===== src/rtl/core/assert_macros.svh =====
// Concurrent assertion helpers, clocked on clk with arst_n as the disable.
`ifndef ASSERT_MACROS_SVH
`define ASSERT_MACROS_SVH

`ifndef SYNTHESIS
`define ASSERT_ALWAYS(lbl, expr, msg) \
	lbl: assert property (@(posedge clk) disable iff (!arst_n) (expr)) else $error(msg);
`define ASSERT_IMPLIES(lbl, ante, cons, msg) \
	lbl: assert property (@(posedge clk) disable iff (!arst_n) (ante) |-> (cons)) \
		else $error(msg);
`define ASSERT_NEXT(lbl, ante, cons, msg) \
	lbl: assert property (@(posedge clk) disable iff (!arst_n) (ante) |=> (cons)) \
		else $error(msg);
`else
`define ASSERT_ALWAYS(lbl, expr, msg)
`define ASSERT_IMPLIES(lbl, ante, cons, msg)
`define ASSERT_NEXT(lbl, ante, cons, msg)
`endif

`endif


===== src/rtl/core/kps_pkg.sv =====
package kps_pkg;

	localparam int unsigned KPS_RESULT_DEPTH = 4;

	localparam logic [7:0] CHAR_SLASH = 8'h2F;
	localparam logic [7:0] CHAR_TICK  = 8'h27;
	localparam logic [7:0] CHAR_M     = 8'h6D;
	localparam logic [7:0] CHAR_ZERO  = 8'h30;
	localparam logic [7:0] CHAR_NINE  = 8'h39;

	localparam logic [31:0] HARDENED_BIT = 32'h8000_0000;

	typedef enum logic [2:0] {
		PH_EMPTY  = 3'd0,
		PH_M      = 3'd1,
		PH_DIGITS = 3'd2,
		PH_TICK   = 3'd3
	} phase_t;

	typedef enum logic [1:0] {
		ST_ELEMENT = 2'd0,
		ST_OK      = 2'd1,
		ST_REJECT  = 2'd2
	} status_t;

	typedef struct packed {
		logic [31:0] element;
		status_t     status;
		logic        last;
	} result_t;

	// Results raised by one character: count, then up to two words in order.
	typedef struct packed {
		logic [1:0] count;
		result_t    res0;
		result_t    res1;
	} parse_out_t;

endpackage


===== src/rtl/core/kps_if.sv =====
interface kps_path_if;
	logic       valid;
	logic       ready;
	logic [7:0] char_code;
	logic       end_mark;

	modport source (output valid, output char_code, output end_mark, input ready);
	modport sink (input valid, input char_code, input end_mark, output ready);
endinterface

interface kps_result_if;
	logic        valid;
	logic        ready;
	logic [31:0] element;
	logic [1:0]  status;
	logic        last;

	modport source (output valid, output element, output status, output last, input ready);
	modport sink (input valid, input element, input status, input last, output ready);
endinterface


===== src/rtl/core/keypath_string_parser.sv =====
// A character's first result word passes the input stage and then the result queue before it can be taken.
// Throughput: one character per cycle while the queue has room; an end marker closing
// a pending element yields two words, delivered in order from the result queue.
// Input stalls only while the result queue holds fewer than two free entries.
// Reset: arst_n asynchronously empties the input stage and queue and restarts the parser.
module keypath_string_parser
	import kps_pkg::*;
#(
	parameter int unsigned RESULT_DEPTH = KPS_RESULT_DEPTH
) (
	input  logic         clk,
	input  logic         arst_n,
	kps_path_if.sink     path,
	kps_result_if.source result
);

	logic       valid_s1;
	logic [7:0] char_s1;
	logic       end_s1;
	logic       fire;
	logic       has_room;
	parse_out_t parsed;
	result_t    head;

	assign fire       = valid_s1 && has_room;
	assign path.ready = !valid_s1 || fire;

	always_ff @(posedge clk or negedge arst_n) begin
		if (!arst_n) begin
			valid_s1 <= 1'b0;
		end else if (path.ready) begin
			valid_s1 <= path.valid;
		end
	end

	// hold the payload while the stage waits for queue room
	always_ff @(posedge clk) begin
		if (path.valid && path.ready) begin
			char_s1 <= path.char_code;
			end_s1  <= path.end_mark;
		end
	end

	kps_parse u_parse (
		.clk       (clk),
		.arst_n    (arst_n),
		.fire      (fire),
		.char_code (char_s1),
		.end_mark  (end_s1),
		.res       (parsed)
	);

	parse_out_t push;
	always_comb begin
		push       = parsed;
		push.count = fire ? parsed.count : 2'd0;
	end

	kps_fifo #(
		.DEPTH (RESULT_DEPTH)
	) u_fifo (
		.clk      (clk),
		.arst_n   (arst_n),
		.push     (push),
		.pop      (result.ready),
		.has_room (has_room),
		.valid    (result.valid),
		.head     (head)
	);

	assign result.element = head.element;
	assign result.status  = head.status;
	assign result.last    = head.last;

endmodule


===== src/rtl/core/kps_parse.sv =====
`include "assert_macros.svh"

module kps_parse
	import kps_pkg::*;
(
	input  logic       clk,
	input  logic       arst_n,
	input  logic       fire,
	input  logic [7:0] char_code,
	input  logic       end_mark,
	output parse_out_t res
);

	phase_t      phase_q, phase_d;
	logic [31:0] acc_q, acc_d;
	logic        first_q, first_d;
	logic        failed_q, failed_d;

	logic [35:0] acc_x10;
	logic        is_digit;
	logic        pending;
	logic [31:0] item_val;
	result_t     elem_res;
	result_t     stat_res;

	assign acc_x10  = {1'b0, acc_q, 3'b000} + {3'b000, acc_q, 1'b0} + {32'd0, char_code[3:0]};
	assign is_digit = (char_code >= CHAR_ZERO) && (char_code <= CHAR_NINE);
	assign pending  = !failed_q && ((phase_q == PH_DIGITS) || (phase_q == PH_TICK));
	assign item_val = (phase_q == PH_TICK) ? (acc_q | HARDENED_BIT) : acc_q;

	always_comb begin
		elem_res.element = item_val;
		elem_res.status  = ST_ELEMENT;
		elem_res.last    = 1'b0;
		stat_res.element = 32'd0;
		stat_res.status  = failed_q ? ST_REJECT : ST_OK;
		stat_res.last    = 1'b1;
	end

	always_comb begin
		phase_d    = phase_q;
		acc_d      = acc_q;
		first_d    = first_q;
		failed_d   = failed_q;
		res.count  = 2'd0;
		res.res0   = elem_res;
		res.res1   = stat_res;
		if (end_mark) begin
			// return to the start-of-string state
			phase_d  = PH_EMPTY;
			acc_d    = 32'd0;
			first_d  = 1'b1;
			failed_d = 1'b0;
			if (pending) begin
				res.count = 2'd2;
			end else begin
				res.count = 2'd1;
				res.res0  = stat_res;
			end
		end else if (!failed_q) begin
			if (char_code == CHAR_SLASH) begin
				if (phase_q == PH_EMPTY) begin
					failed_d = 1'b1;
				end else begin
					if (pending) begin
						res.count = 2'd1;
					end
					first_d = 1'b0;
					phase_d = PH_EMPTY;
					acc_d   = 32'd0;
				end
			end else if (is_digit) begin
				if ((phase_q == PH_EMPTY) || (phase_q == PH_DIGITS)) begin
					if (|acc_x10[35:32]) begin
						failed_d = 1'b1;
					end else begin
						acc_d   = acc_x10[31:0];
						phase_d = PH_DIGITS;
					end
				end else begin
					failed_d = 1'b1;
				end
			end else if (char_code == CHAR_TICK) begin
				if (phase_q == PH_DIGITS) begin
					phase_d = PH_TICK;
				end else begin
					failed_d = 1'b1;
				end
			end else if (char_code == CHAR_M) begin
				if ((phase_q == PH_EMPTY) && first_q) begin
					phase_d = PH_M;
				end else begin
					failed_d = 1'b1;
				end
			end else begin
				failed_d = 1'b1;
			end
		end
	end

	always_ff @(posedge clk or negedge arst_n) begin
		if (!arst_n) begin
			phase_q  <= PH_EMPTY;
			acc_q    <= 32'd0;
			first_q  <= 1'b1;
			failed_q <= 1'b0;
		end else if (fire) begin
			phase_q  <= phase_d;
			acc_q    <= acc_d;
			first_q  <= first_d;
			failed_q <= failed_d;
		end
	end

	`ASSERT_IMPLIES(a_no_elem_after_fail, fire && failed_q && !end_mark, res.count == 2'd0, "element after rejection")
	`ASSERT_NEXT(a_end_restarts, fire && end_mark, (phase_q == PH_EMPTY) && first_q && !failed_q, "end marker did not restart")
	`ASSERT_IMPLIES(a_m_only_first, phase_q == PH_M, first_q && (acc_q == 32'd0), "m item outside first place")

endmodule


===== src/rtl/core/kps_fifo.sv =====
`include "assert_macros.svh"

module kps_fifo
	import kps_pkg::*;
#(
	parameter int unsigned DEPTH = KPS_RESULT_DEPTH
) (
	input  logic       clk,
	input  logic       arst_n,
	input  parse_out_t push,
	input  logic       pop,
	output logic       has_room,
	output logic       valid,
	output result_t    head
);

	localparam int unsigned AW = (DEPTH > 1) ? $clog2(DEPTH) : 1;
	localparam int unsigned CW = $clog2(DEPTH + 1);

	result_t        mem [DEPTH];
	logic [AW-1:0]  wr_q, rd_q;
	logic [CW-1:0]  count_q;
	logic [AW-1:0]  wr_next;
	logic           do_pop;

	function automatic logic [AW-1:0] advance(input logic [AW-1:0] p);
		logic [AW-1:0] r;
		if (p == AW'(DEPTH - 1)) begin
			r = '0;
		end else begin
			r = p + 1'b1;
		end
		return r;
	endfunction

	assign wr_next  = advance(wr_q);
	assign valid    = (count_q != '0);
	assign do_pop   = pop && valid;
	assign has_room = (count_q <= CW'(DEPTH - 2));
	assign head     = mem[rd_q];

	always_ff @(posedge clk) begin
		if (push.count != 2'd0) begin
			mem[wr_q] <= push.res0;
		end
		if (push.count == 2'd2) begin
			mem[wr_next] <= push.res1;
		end
	end

	always_ff @(posedge clk or negedge arst_n) begin
		if (!arst_n) begin
			wr_q    <= '0;
			rd_q    <= '0;
			count_q <= '0;
		end else begin
			case (push.count)
				2'd1:    wr_q <= wr_next;
				2'd2:    wr_q <= advance(wr_next);
				default: wr_q <= wr_q;
			endcase
			if (do_pop) begin
				rd_q <= advance(rd_q);
			end
			count_q <= count_q + CW'(push.count) - CW'(do_pop);
		end
	end

	`ASSERT_ALWAYS(a_count_bound, count_q <= CW'(DEPTH), "result queue overrun")
	`ASSERT_IMPLIES(a_push_room, push.count != 2'd0, has_room, "push without room")
	`ASSERT_NEXT(a_pop_only, do_pop && (push.count == 2'd0), $past(count_q) == count_q + 1'b1, "pop count slip")

endmodule


===== src/flat_wrapper.sv =====
// flat-port wrapper written by rule: the top's interface ports become plain ports
module keypath_string_parser_flat import kps_pkg::*;
#(
	parameter int unsigned RESULT_DEPTH = KPS_RESULT_DEPTH
)
  (clk, arst_n, path_valid, path_char_code, path_end_mark, path_ready, result_valid, result_element, result_status, result_last, result_ready);
  kps_path_if path_i ();
  kps_result_if result_i ();
  input  logic clk;
  input  logic arst_n;
  input wire logic [$bits(path_i.valid)-1:0] path_valid;
  input wire logic [$bits(path_i.char_code)-1:0] path_char_code;
  input wire logic [$bits(path_i.end_mark)-1:0] path_end_mark;
  output wire logic [$bits(path_i.ready)-1:0] path_ready;
  output wire logic [$bits(result_i.valid)-1:0] result_valid;
  output wire logic [$bits(result_i.element)-1:0] result_element;
  output wire logic [$bits(result_i.status)-1:0] result_status;
  output wire logic [$bits(result_i.last)-1:0] result_last;
  input wire logic [$bits(result_i.ready)-1:0] result_ready;
  assign path_i.valid = path_valid;
  assign path_i.char_code = path_char_code;
  assign path_i.end_mark = path_end_mark;
  assign path_ready = path_i.ready;
  assign result_valid = result_i.valid;
  assign result_element = result_i.element;
  assign result_status = result_i.status;
  assign result_last = result_i.last;
  assign result_i.ready = result_ready;
  keypath_string_parser #(.RESULT_DEPTH(RESULT_DEPTH)) u_core (.clk(clk), .arst_n(arst_n), .path(path_i), .result(result_i));
endmodule

===== config.mk =====
export PLATFORM = sky130hd
export DESIGN_NAME = keypath_string_parser_flat
export DESIGN_NICKNAME = d
export VERILOG_FILES = /design/src/rtl/core/kps_pkg.sv /design/src/rtl/core/kps_if.sv /design/src/rtl/core/keypath_string_parser.sv /design/src/rtl/core/kps_parse.sv /design/src/rtl/core/kps_fifo.sv /design/src/flat_wrapper.sv
export VERILOG_INCLUDE_DIRS = /design/src /design/src/rtl/core
export SDC_FILE = /design/constraint.sdc
export NUM_CORES = 1
export LEC_CHECK = 0
export ABC_CLOCK_PERIOD_IN_PS = 5200
export BUFFER_PORTS_ARGS = -buffer_cell sky130_fd_sc_hd__buf_4
export CORE_MARGIN = 1.5
export CORE_UTILIZATION = 60
export DETAILED_ROUTE_END_ITERATION = 12
export PLACE_DENSITY = 0.77
export SETUP_SLACK_MARGIN = 0.02
export SLEW_MARGIN = 20
export SYNTH_ARGS = -nofsm -noshare
export SYNTH_HDL_FRONTEND = slang
export SYNTH_SLANG_ARGS = --single-unit

===== constraint.sdc =====
create_clock -name clk -period 5.2 [get_ports clk]
set_clock_uncertainty 0.15 [all_clocks]
set_input_delay 0.26 -clock clk [delete_from_list [all_inputs] [get_ports clk]]
set_output_delay 0.26 -clock clk [all_outputs]
set_load 0.02 [all_outputs]

==> Word level (Yosys, flattened, before mapping) <==
Memory sizes are Yosys's and may differ from the RTL's.
Index checks and enable logic that the tools add are counted.
{ "classes": {"addsub": 7, "n_mul": 0, "n_div": 0, "magnitude_cmp": 3, "n_eq_ne": 17, "shift": 0, "muxes": 52, "n_bitwise": 0, "reduce_logical": 24} }
{ "ops": {"columns": ["op", "count"], "rows": [
  ["32-bit 2-to-1 mux", 8],
  ["35-bit 2-to-1 mux", 2],
  ["35-bit by 33-bit adder with 36-bit output", 1],
  ["36-bit by 4-bit adder with 36-bit output", 1],
  ["3-bit 2-to-1 mux", 11],
  ["1-bit 2-to-1 mux", 23],
  ["8-bit by 6-bit equality test with 1-bit output (second input constant)", 2],
  ["2-bit 2-to-1 mux", 7],
  ["5-bit nonzero test", 2],
  ["3-bit nonzero test", 3],
  ["2-bit equality test (second input constant)", 4],
  ["8-bit by 7-bit equality test with 1-bit output (second input constant)", 1],
  ["8-bit by 6-bit greater-or-equal comparator with 1-bit output (second input constant)", 1],
  ["8-bit by 6-bit <= comparator with 1-bit output (second input constant)", 1],
  ["8-bit AND reduction", 1],
  ["2-bit by 1-bit adder with 2-bit output (second input constant)", 3],
  ["3-bit by 2-bit equality test with 1-bit output (second input constant)", 2],
  ["1-bit logical AND", 6],
  ["3-bit by 2-bit inequality test with 1-bit output (second input constant)", 2],
  ["6-bit AND reduction", 1],
  ["2-bit nonzero test", 3],
  ["5-bit by 4-bit inequality test with 1-bit output (second input constant)", 1],
  ["2-bit by 1-bit inequality test with 1-bit output (second input constant)", 2],
  ["4-bit by 1-bit inequality test with 1-bit output (second input constant)", 1],
  ["11 further kinds", 14]
]} }
{ "word_totals": {"register_bits": 54, "latch_bits": 0, "ramBits": 140, "rom_bits": 0, "inputBits": 13, "output_inout_bits": 37, "word_cells": 114, "mem_count": 1} }
{ "mem_list": {"columns": ["name", "words", "width", "read_ports", "rd_ports_with_merged_regs", "wr", "line_no", "rtl"], "rows": [
  ["u_core.u_fifo.mem", 4, 35, 1, 0, 2, "kps_fifo.sv:20", "result_t mem [DEPTH];"]
]} }

==> Logic depth before layout (Yosys ltp) <==
{ "depth": {"depth_word": 12, "depth_mapped": 15, "ltp_nobuf": 13} }

==> Hierarchy <==
Synthesis repeated with hierarchy kept, for this count alone.
{ "unflattened": {"cells_unflattened": 1017, "hier_area_um2": 13072.5} }
{ "modules_own_cells": {"columns": ["mod", "n_inst", "cells_each", "area_each_um2", "seq_area_each_um2"], "rows": [
  ["kps_fifo", 1, 395, 7722.4, 4379.2],
  ["kps_parse", 1, 606, 5007.3, 902.1],
  ["keypath_string_parser", 1, 16, 342.8, 295.3]
]} }

==> Least setup slack after synthesis <==
No wires, ideal clock.
{ "synth_timing": {"path_type": "register to register", "start": "register u_core.u_parse.acc_q[0]", "end": "register u_core.u_parse.acc_q[14]", "setup_time_ps": 121, "arrival_time_ps": 3505, "slack_ps": 1424, "stages_incl_launch_ff": 14, "n_path_buf": 1, "path_cell_list": "dfrtp_1 inv_1 fa_1 fa_1 nor2b_1 o2111ai_1 a31o_2 o311a_1 o21ai_1 xor2_1 a2111oi_4 o21ai_2 buf_2 a22o_1"} }
{ "synth_between": {"elab_chain_cells": 8} }
{ "synth_rtl": {"columns": ["element", "line_no", "rtl"], "rows": [
  ["start: declaration", "kps_parse.sv:15", "logic [31:0] acc_q, acc_d;"],
  ["start signal: assignment", "kps_parse.sv:104", "acc_q <= 32'd0;"],
  ["start signal: assignment", "kps_parse.sv:109", "acc_q <= acc_d;"],
  ["35-bit by 33-bit adder with 36-bit output (*)", "kps_parse.sv:26", "assign acc_x10 = {1'b0, acc_q, 3'b000} + {3'b000, acc_q, 1'b0} + {32'd0, char_code[3:0]};"],
  ["36-bit by 4-bit adder with 36-bit output (*)", "kps_parse.sv:26", null],
  ["32-bit 2-to-1 mux", "kps_parse.sv:74", "if (|acc_x10[35:32]) begin"],
  ["32-bit 2-to-1 mux", "kps_parse.sv:73", "if ((phase_q == PH_EMPTY) || (phase_q == PH_DIGITS)) begin"],
  ["32-bit 2-to-1 mux", "kps_parse.sv:72", "end else if (is_digit) begin"],
  ["32-bit 2-to-1 mux", "kps_parse.sv:61", "if (char_code == CHAR_SLASH) begin"],
  ["32-bit 2-to-1 mux", "kps_parse.sv:60", "end else if (!failed_q) begin"],
  ["32-bit 2-to-1 mux", "kps_parse.sv:48", "if (end_mark) begin"]
]} }
Mark *: on every way between the ends. The rest lies on a longest branch, timed or not. The select of a mux whose other input is x is not followed.
A chain may end at the register's enable or synchronous reset.

==> Worst setup path in the final report <==
{ "layout_timing": {"start": "register u_core.u_parse.acc_q[0]", "end": "register u_core.u_parse.acc_q[7]"} }
Same word-level chain as after synthesis.

==> impl_results.md <==
- Maximum vdd drop: 0.293 mV
- Hold Buf Count CTS: 11
- Final nets: 1232
- First DRT Iteration DRCs: 921
- Hold_sp: result_ready
- First-pass GRT wire length: 42300 um
- Max Cap Viol: 0
- Clk buf depth: 2
- CP delay by family, top: compound AO/OA/AOI/OAI gates
- Post-place setup slack: 0.962 ns
- Arrival @ worst endpoint: 4.46 ns
- Reg area: ~4300 um^2
- Yosys Warn Count: 0
- Final Hold Vio Count: 0
- HPWL Detailed: 16600 um
- Pwr dens: 361 nW/um^2
- Register clock-pin slew on the reported worst setup and hold paths: 0.07 ns
- GP Congestion: 0.916
- Root Buffer: clkbuf_16
- #FFs+latches synth: 193
- Gr usage total: 29.5%
- Initial Util: about three fifths
- Crit start category: flip-flop
- Clk Latency, worst-skew pair: approximately 0.44 ns
- Setup bufs post-CTS: 0
- Area post-placement: 10800 um^2
- Final setup viols: 0
- Number of flops mapped to enable cells by yosys: 17
- Fillers: around 1400
- DR vias: 8777
- Cells after synthesis: about 1200
- Fmax: 236 MHz
- Critical path class: reg -> reg
- Layout area overhead: 10.0%
- Status: finished clean
- Worst slew pin tran: 1.09 ns
- Num Clock Sinks: ~190
- Main synth FF type: dfxtp_1
- Die footprint: between 15000 and 20000 um^2
- Final core utilization: 67.1%
- Antenna-violating nets left: 0
- TritonCTS Buffers: 17
- CP peak stage delay: about 0.6 ns
- Mapped Area: 10500 um^2
- CTS tree: done
- Hold slack: 0.0494 ns
- Unique cell type count in the Yosys netlist: 63
- Slew HR: 27.3%
- Die Width: around 140 um
- RSZ-0062 raised after global routing: no
- Initial antenna violation count: 0
- Vias/cell: 6.36
- Multi-input combinational cell area: roughly 5800 um^2
- Setup TNS: 0 ns
- Share of layout cells above drive strength 1: about an eighth
- Die Ht: 135 um
- Final Cycle Share: 81.5%
- Row count: between 40 and 50
- Critical path required time: between 5 and 6 ns
- Crit path from: u_core.u_parse.acc_q[0]
- CP endpoint kind: flip-flop
- Fin crit period: 4.24 ns
- Depth of the CTS H-tree: 4
- Fin. max-slew vios: 0
- Reg-to-Reg Start: u_core.u_parse.acc_q[0]
- Leak Pwr: between 4 and 5 nW
- Synth Area per Inst: ~9.1 um^2
- Core Region: 17200 um^2
- Synthesized net count: 1242
- Slowest CP cell: fa_1
- Crit-path max FO: 32
- Critical path's most frequent cell: inv_1
- Fraction of registers with async set/reset: 22.8%
- Crit-path cells: inv_1, fa_1, inv_1, ha_1, a21o_1, and4_1, o21ba_1, or3_1, a21oi_4, a21oi_2, a2111oi_4, and3_1, buf_4, a32o_1
- Cts repair resizes: 0
- Post-synthesis sequential area ratio: 40.6%
- Pin count of the biggest net entering global routing: 69
- # IOs: 50
- Drt total wl: 26300 um
- Design area: 11500 um^2
- Vias in the first global route: 8417
- Gr ovfl total: 0
- Final worst slack: roughly 0.96 ns
- First-pass DRT Iterations: 5
- Buffers on Ports: 49
- Hold WC Path Type: in -> reg
- DRC Markers: 0
- CP Buf/Inv Count: 3
- Ant. Diodes: 0
- WL/cell: 19.0 um
[cell families after synthesis]
| group | after synthesis | synth area share, % |
|---|---|---|
| simple gates | 401 | 17.8 |
| compound gates | 297 | 17.3 |
| flops | 193 | 40.6 |
| buf+inv | 115 | 4.41 |
| fa+ha+maj | 77 | 9.42 |
| mux | 37 | 7.73 |
| xor+xnor | 32 | 2.68 |
[final cells by class]
class	instances	share of cell area, %
Timing Repair Buffer	65	4.47
Clock buffer	18	3.81
Inverter	21	0.684
Clock inverter	14	1.26
Tap cell	225	2.44
Multi-Input combinational cell	844	50.4
Sequential cell	193	37.0
[per-layer routing]
metal | vias to the layer above | routed length (um) | track usage [%]
met3 | 39 | 1970 | 5.07
met4 | 0 | 339 | 9.56
met2 | 360 | 12400 | 48.0
met5 | - | 0 | 0
met1 | 4236 | 11600 | 40.1
li1 | 4142 | - | -
[layout by cell type (no fill, tap or decap), types with 6 or more instances in the layout]
| cell type | instances |
|---|---|
| a22o_1 | 31 |
| o21ai_0 | 26 |
| dfxtp_1 | 132 |
| nand3_1 | 132 |
| dlygate4sd3_1 | 11 |
| nor2b_1 | 7 |
| ha_1 | 74 |
| buf_4 | 54 |
| and3_1 | 7 |
| mux4_2 | 35 |
| o21a_1 | 6 |
| nand2_1 | 175 |
| edfxtp_1 | 17 |
| a21o_1 | 11 |
| nand2b_1 | 8 |
| nand4_1 | 6 |
| inv_1 | 21 |
| nor2_1 | 17 |
| nor3_1 | 14 |
| dfrtp_1 | 41 |
| o211ai_1 | 8 |
| xnor2_1 | 17 |
| a21oi_1 | 178 |
| xor2_1 | 15 |
| clkbuf_16 | 17 |
[synthesized netlist by cell type (all sizes together), types with 2 or more instances]
master	n	area, um^2
o211a	2	20.0
a31o	3	26.3
dfxtp	132	2640
o31a	2	17.5
nand3	132	661
xnor2	17	149
a21oi	180	916
o22ai	2	12.5
or3	4	25.0
a2111oi	2	36.3
o21bai	3	22.5
a211oi	2	15.0
edfxtp	17	510
o21ai	28	144
and4	4	35.0
o311a	2	20.0
a21o	11	82.6
o21a	6	45.0
fa	3	60.1
buf	12	75.1
mux4	35	788
nand2b	11	68.8
a22o	31	272
nor3	14	70.1
a21boi	2	15.0
a31oi	3	18.8
ha	74	926
nand4	6	37.5
or2	2	12.5
inv	21	78.8
dfrtp	43	1080
clkbuf	82	308
nor2	17	63.8
nand3b	3	22.5
nor2b	11	68.8
nor3b	2	15.0
o2111ai	2	17.5
xor2	15	131
o211ai	8	60.1
and3	7	43.8
or4	3	22.5
nand2	176	661
a32o	2	20.0
and2	8	50.1
[registers in the layout (all words and copies together), names as in the netlist]
register and flops:
u_core.u_fifo.mem 140, u_core.u_parse.acc_q 32, u_core.char_s1 8, u_core.u_fifo.count_q 3, u_core.u_fifo.rd_q 2, u_core.u_fifo.wr_q 2
u_core.u_parse.phase_q 2, u_core.end_s1 1, u_core.u_parse.failed_q 1, u_core.u_parse.first_q 1, u_core.valid_s1 1
[final timing paths]
| check | slack, ns | cells past startpoint | endpoint |
|---|---|---|---|
| max | 0.96 | 14 | u_core.u_parse.acc_q[7] |
| min | 0.05 | 3 | u_core.u_fifo.rd_q[0] |
| max reg2reg | 0.96 | 14 | u_core.u_parse.acc_q[7] |
| min reg2reg | 0.30 | 2 | u_core.u_fifo.mem[1][14] |
| max in group asynchronous | 4.25 | 2 | u_core.u_fifo.rd_q[0] |
| min in group asynchronous | 0.21 | 2 | u_core.u_parse.acc_q[26] |
[metrics by stage]
step,power [mW],cells
final,4.16,1380
after detailed placement,2.88,1337
after global placement,2.86,1337
after global routing,4.34,1380
after floorplan,2.57,1152
after CTS,4.16,1380
[worst reg2reg max path: cells and delay by family, from the launching register on]
family                   cells  cell delay, ns
flip-flops                   1            0.46
buffers and inverters        3            0.48
AO/OA/AOI/OAI                6            1.38
AND/OR/NAND/NOR              3            0.84
adder cells (fa/ha/maj)      2            0.88
[power by group]
| group | internal (mW) | switching [mW] |
|---|---|---|
| Sequential | 1.61 | 0.210 |
| Combinational | 0.392 | 0.653 |
| Clock | 0.654 | 0.640 |
| Total | 2.66 | 1.50 |
No activity file was read; power rests on OpenSTA's default activity.
